--- src/hw/rtl/tbe_pkg.sv ---
// Shared types and constants for the burst extraction and derotation core.
`timescale 1ns / 1ps
package tbe_pkg;

  localparam int unsigned SampleW   = 16;
  localparam int unsigned HistDepth = 256;
  localparam int unsigned HistAw    = $clog2(HistDepth);
  localparam int unsigned LenW      = 13;
  localparam int unsigned MaxBurst  = 4096;
  localparam int unsigned CfgIdxW   = 2;
  localparam int unsigned CfgDataW  = 13;

  localparam logic [CfgIdxW-1:0] CfgLength  = 2'd0;
  localparam logic [CfgIdxW-1:0] CfgBackoff = 2'd1;
  localparam logic [CfgIdxW-1:0] CfgCfoEn   = 2'd2;

  localparam logic signed [17:0] PhOne = 18'sd65536;

  typedef struct packed {
    logic clr;
    logic load;
    logic decide;
    logic nrm_start;
    logic mul1;
    logic mul2;
    logic fin;
  } tbe_cmd_t;

  typedef struct packed {
    logic clr_done;
    logic burst_idle;
    logic mark;
    logic nrm_done;
    logic out_free;
  } tbe_sts_t;

endpackage

--- src/hw/rtl/tbe_ctrl.sv ---
// Controller state machine sequencing one sample beat through the datapath.
`timescale 1ns / 1ps
module tbe_ctrl import tbe_pkg::*; (
  input  logic     clk_i,
  input  logic     rst_ni,
  input  logic     in_valid_i,
  output logic     in_ready_o,
  input  tbe_sts_t sts_i,
  output tbe_cmd_t cmd_o
);

  typedef enum logic [2:0] {
    ST_CLEAR, ST_IDLE, ST_DECIDE, ST_NORM, ST_MUL1, ST_MUL2, ST_FIN
  } ctrl_state_e;

  ctrl_state_e state_q;

  always_comb begin
    cmd_o      = '0;
    in_ready_o = 1'b0;
    unique case (state_q)
      ST_CLEAR:  cmd_o.clr = 1'b1;
      ST_IDLE: begin
        in_ready_o = 1'b1;
        cmd_o.load = in_valid_i;
      end
      ST_DECIDE: begin
        cmd_o.decide    = 1'b1;
        cmd_o.nrm_start = sts_i.burst_idle & sts_i.mark;
      end
      ST_NORM:   ;
      ST_MUL1:   cmd_o.mul1 = 1'b1;
      ST_MUL2:   cmd_o.mul2 = 1'b1;
      ST_FIN:    cmd_o.fin = sts_i.out_free;
      default:   ;
    endcase
  end

  always_ff @(posedge clk_i or negedge rst_ni) begin
    if (!rst_ni) begin
      state_q <= ST_CLEAR;
    end else begin
      unique case (state_q)
        ST_CLEAR:  if (sts_i.clr_done) state_q <= ST_IDLE;
        ST_IDLE:   if (in_valid_i) state_q <= ST_DECIDE;
        ST_DECIDE: begin
          if (!sts_i.burst_idle) begin
            state_q <= ST_MUL1;
          end else if (sts_i.mark) begin
            state_q <= ST_NORM;
          end else begin
            state_q <= ST_IDLE;
          end
        end
        ST_NORM:   if (sts_i.nrm_done) state_q <= ST_MUL1;
        ST_MUL1:   state_q <= ST_MUL2;
        ST_MUL2:   state_q <= ST_FIN;
        ST_FIN:    if (sts_i.out_free) state_q <= ST_IDLE;
        default:   state_q <= ST_IDLE;
      endcase
    end
  end

endmodule

--- config.mk ---
export PLATFORM = sky130hd
export DESIGN_NAME = tbe_ctrl
export DESIGN_NICKNAME = d
export VERILOG_FILES = /design/src/hw/rtl/tbe_pkg.sv /design/src/hw/rtl/tbe_ctrl.sv
export SDC_FILE = /design/constraint.sdc
export NUM_CORES = 1
export LEC_CHECK = 0
export ABC_AREA = 1
export BUFFER_PORTS_ARGS = -buffer_cell sky130_fd_sc_hd__clkbuf_2
export CAP_MARGIN = 20
export CORE_AREA = 2 2 39 41
export DETAILED_ROUTE_END_ITERATION = 6
export DIE_AREA = 0 0 41 43
export SLEW_MARGIN = 20
export SYNTH_ARGS = -nofsm -noshare
export SYNTH_HDL_FRONTEND = slang
export SYNTH_SLANG_ARGS = --single-unit
--- constraint.sdc ---
create_clock -name clk_i -period 2.1 [get_ports clk_i]
set_input_delay 0.105 -clock clk_i [delete_from_list [all_inputs] [get_ports clk_i]]
set_output_delay 0.105 -clock clk_i [all_outputs]
set_load 0.005 [all_outputs]
==> flow_summary.yaml <==
logic_synthesis:
  yosys_most_used_dff: "dfrtp_1"
  yosys-top-cells-count: "nand2_1 (13), inv_1 (8), nand3_1 (6), nor2_1 (6)"
  async_flop_share_pct: 100
  ys_warn_count: 0
  synthCells: 51
  synth-edff-count: 0
  synthTopCellsByArea: "dfrtp_1 (24%), nand2_1 (16%), nand3_1 (9.6%)"
  seq_area_frac_synth_pct: 24.0
  synth_top_cell_area_share_pct: 24.0
  ys_types: 15
  ys_ff_latch: 3
  syn_area_um2: 313
  synth_top_area_cell: "dfrtp_1"
  yosysMostFrequentCell: "nand2_1"
  avgSynthCellArea_um2: 6.13
  syn_nets: 59
final_layout:
  fillers: 162
  fin_nets: 79
  regMostFlops: "state_q"
  syn2layout_area_growth_pct: 38.4
  final_area_um2: 433
  largest_register_ffs: 3
  multi_input_area_um2: 185
  top_regs: "state_q: 3 flops"
  drive_gt1_share_pct: 37.1
  regArea_um2: 75.1
  num_antenna_cells: 0
worst_setup_path:
  critical-path-top-delay-family: "flip-flops"
  path_class: "reg2out"
  endpoint_kind: "primary output"
  worstPathCellList: "nor2_1, nand2_1, nor2_1, clkbuf_2"
  critPathBufInv: 1
  rr_worst_depth: 6
  crit_required_ns: 2.00
  worstPathMaxFanout: 8
  arrival_ns: 1.20
  slowest_delay_ns: 0.48
  cp_slowest_cell: "dfrtp_1"
  worst_path_most_repeated_cell: "nor2_1"
  cp-start-kind: "register"
  crit_cells: 4
timing:
  slew_headroom_pct: 78.3
  finalSetupViolCount: 0
  rsz0062_at_grt: "no"
  skew_ns: 0.000248
  fin_crit_sh_pct: 62.3
  fmax_mhz: 764
  period_minus_slack_ns: 1.31
  worst_pin_slew_ns: 0.325
  finalHoldViolCount: 0
  fin_setup_tns_ns: 0
  report.final.slew_viol_count: 0
global_route:
  grt_pass1_vias: 330
  grt-ovfl-total: 0
  grt_pass1_wl_mm: 1.06
  grt.total_usage_pct: 8.25
  antenna_found_initial: 0
  grt_max_degree: 9
placement:
  gp_congestion: 0.810
  hpwl_um: 584
  place_area_um2: 397
  io_buffers: 15
floorplanning:
  rows: 14
  die_area_um2: 1760
  coreArea_um2: 1380
  die_y_um: 43
  die_w_um: 41
  start_util_pct: 22.6
  io_pins: 16
cts:
  h-tree-depth: 1
  cts_buffers: 3
  clkTransAtPathRegs_ns: 0.04
  clock_latency_ns: 0.22
  cts_tree: "built"
  cts.path.max_buffers: 2
  clock_sinks: 3
  root_buffer: "clkbuf_4"
power:
  power.leakage_nw: 0.284
  total_power_mw: 0.558
  vdd_drop_max_uv: 338
  powerDensity_nw_per_um2: 1290
route:
  drt_iter0_markers: 7
  avgRoutedWirePerCell_um: 8.02
  viasPerCell: 4.15
  antenna_left: 0
  wirelength_um: 690
  drtPass1Iterations: 5
  drc: 0
  dr_total_vias: 357
flow_run:
  maxCapViolCount: 0
status:
  status: "finished, final reports clean"
min_path:
  hold_path.class: "in2async"
## final cells by class
class                   instances  area share (%)
well taps                      16            4.62
multi-input cells              36            42.8
inverters                      11            9.54
flip-flops and latches          3            17.3
repair buffers                 16            19.7
clock buffers                   4            6.07
## layer usage
layer / vias to the layer above / track usage, % / share of wire [%]
met3: 0 / 0 / 5.4
li1: 194 / - / -
met4: 0 / 2.00 / 0
met5: - / 0 / 0
met1: 153 / 9.71 / 42
met2: 10 / 15.3 / 53
## final timing paths
path,start,end,slack [ns]
worst max-delay path,state_q[2],cmd_o[5],0.79
worst min-delay path,rst_ni,state_q[2],0.21
worst max register to register,state_q[2],state_q[0],0.91
worst min register to register,state_q[1],state_q[2],0.68
max in group asynchronous,rst_ni,state_q[1],1.78
min in group clk_i,sts_i[0],state_q[2],0.22
## cell usage in the layout, fill, tap and decap left out
master and instances:
nor2_2 1, nand4_1 1, dfrtp_1 3, clkbuf_2 15, inv_1 8, nand3_2 1, dlygate4sd3_1 1, nand3_1 6
o21bai_1 2, nor2_4 2, nor2_1 6, a21boi_0 1, inv_2 3, nand2_2 1, clkbuf_4 3, nand2_1 13
clkbuf_1 1, nor3_1 2
## cells by family (layout without fill, tap and decap cells)
family                 Yosys count  after routing  synth area share (%)
DFF                              3              3                  24.0
buffers and inverters           12             31                  16.8
AOI/OAI and AO/OA                3              3                  7.20
and+or+nand+nor                 33             33                  52.0
## metrics by stage
| step | util [%] | cells | setup slack (ns) | hold WS [ns] |
|---|---|---|---|---|
| 2_1_floorplan | - | 51 | 1.02 | -0.191 |
| 3_3_place_gp | 28.7 | 81 | 0.900 | -0.0982 |
| 3_5_place_dp | 28.7 | 81 | 0.921 | -0.0970 |
| 4_1_cts | 31.3 | 86 | 0.779 | 0.210 |
| 5_1_grt | 31.3 | 86 | 0.711 | 0.232 |
| 6_report | 31.3 | 86 | 0.791 | 0.212 |
## what timing repair did
| item | in CTS | in global routing |
|---|---|---|
| buffers inserted | 0 | 0 |
| resized for setup | 0 | 0 |
| hold buffers | 1 | 0 |
| hold endpoints to repair | 3 | 0 |
## report_power, final
| part | internal (mW) | switching [mW] |
|---|---|---|
| clock | 0.0710 | 0.0269 |
| combinational | 0.133 | 0.186 |
| sequential | 0.0862 | 0.0545 |
| total | 0.290 | 0.268 |
Note: power is estimated with default switching activity, not from simulation.
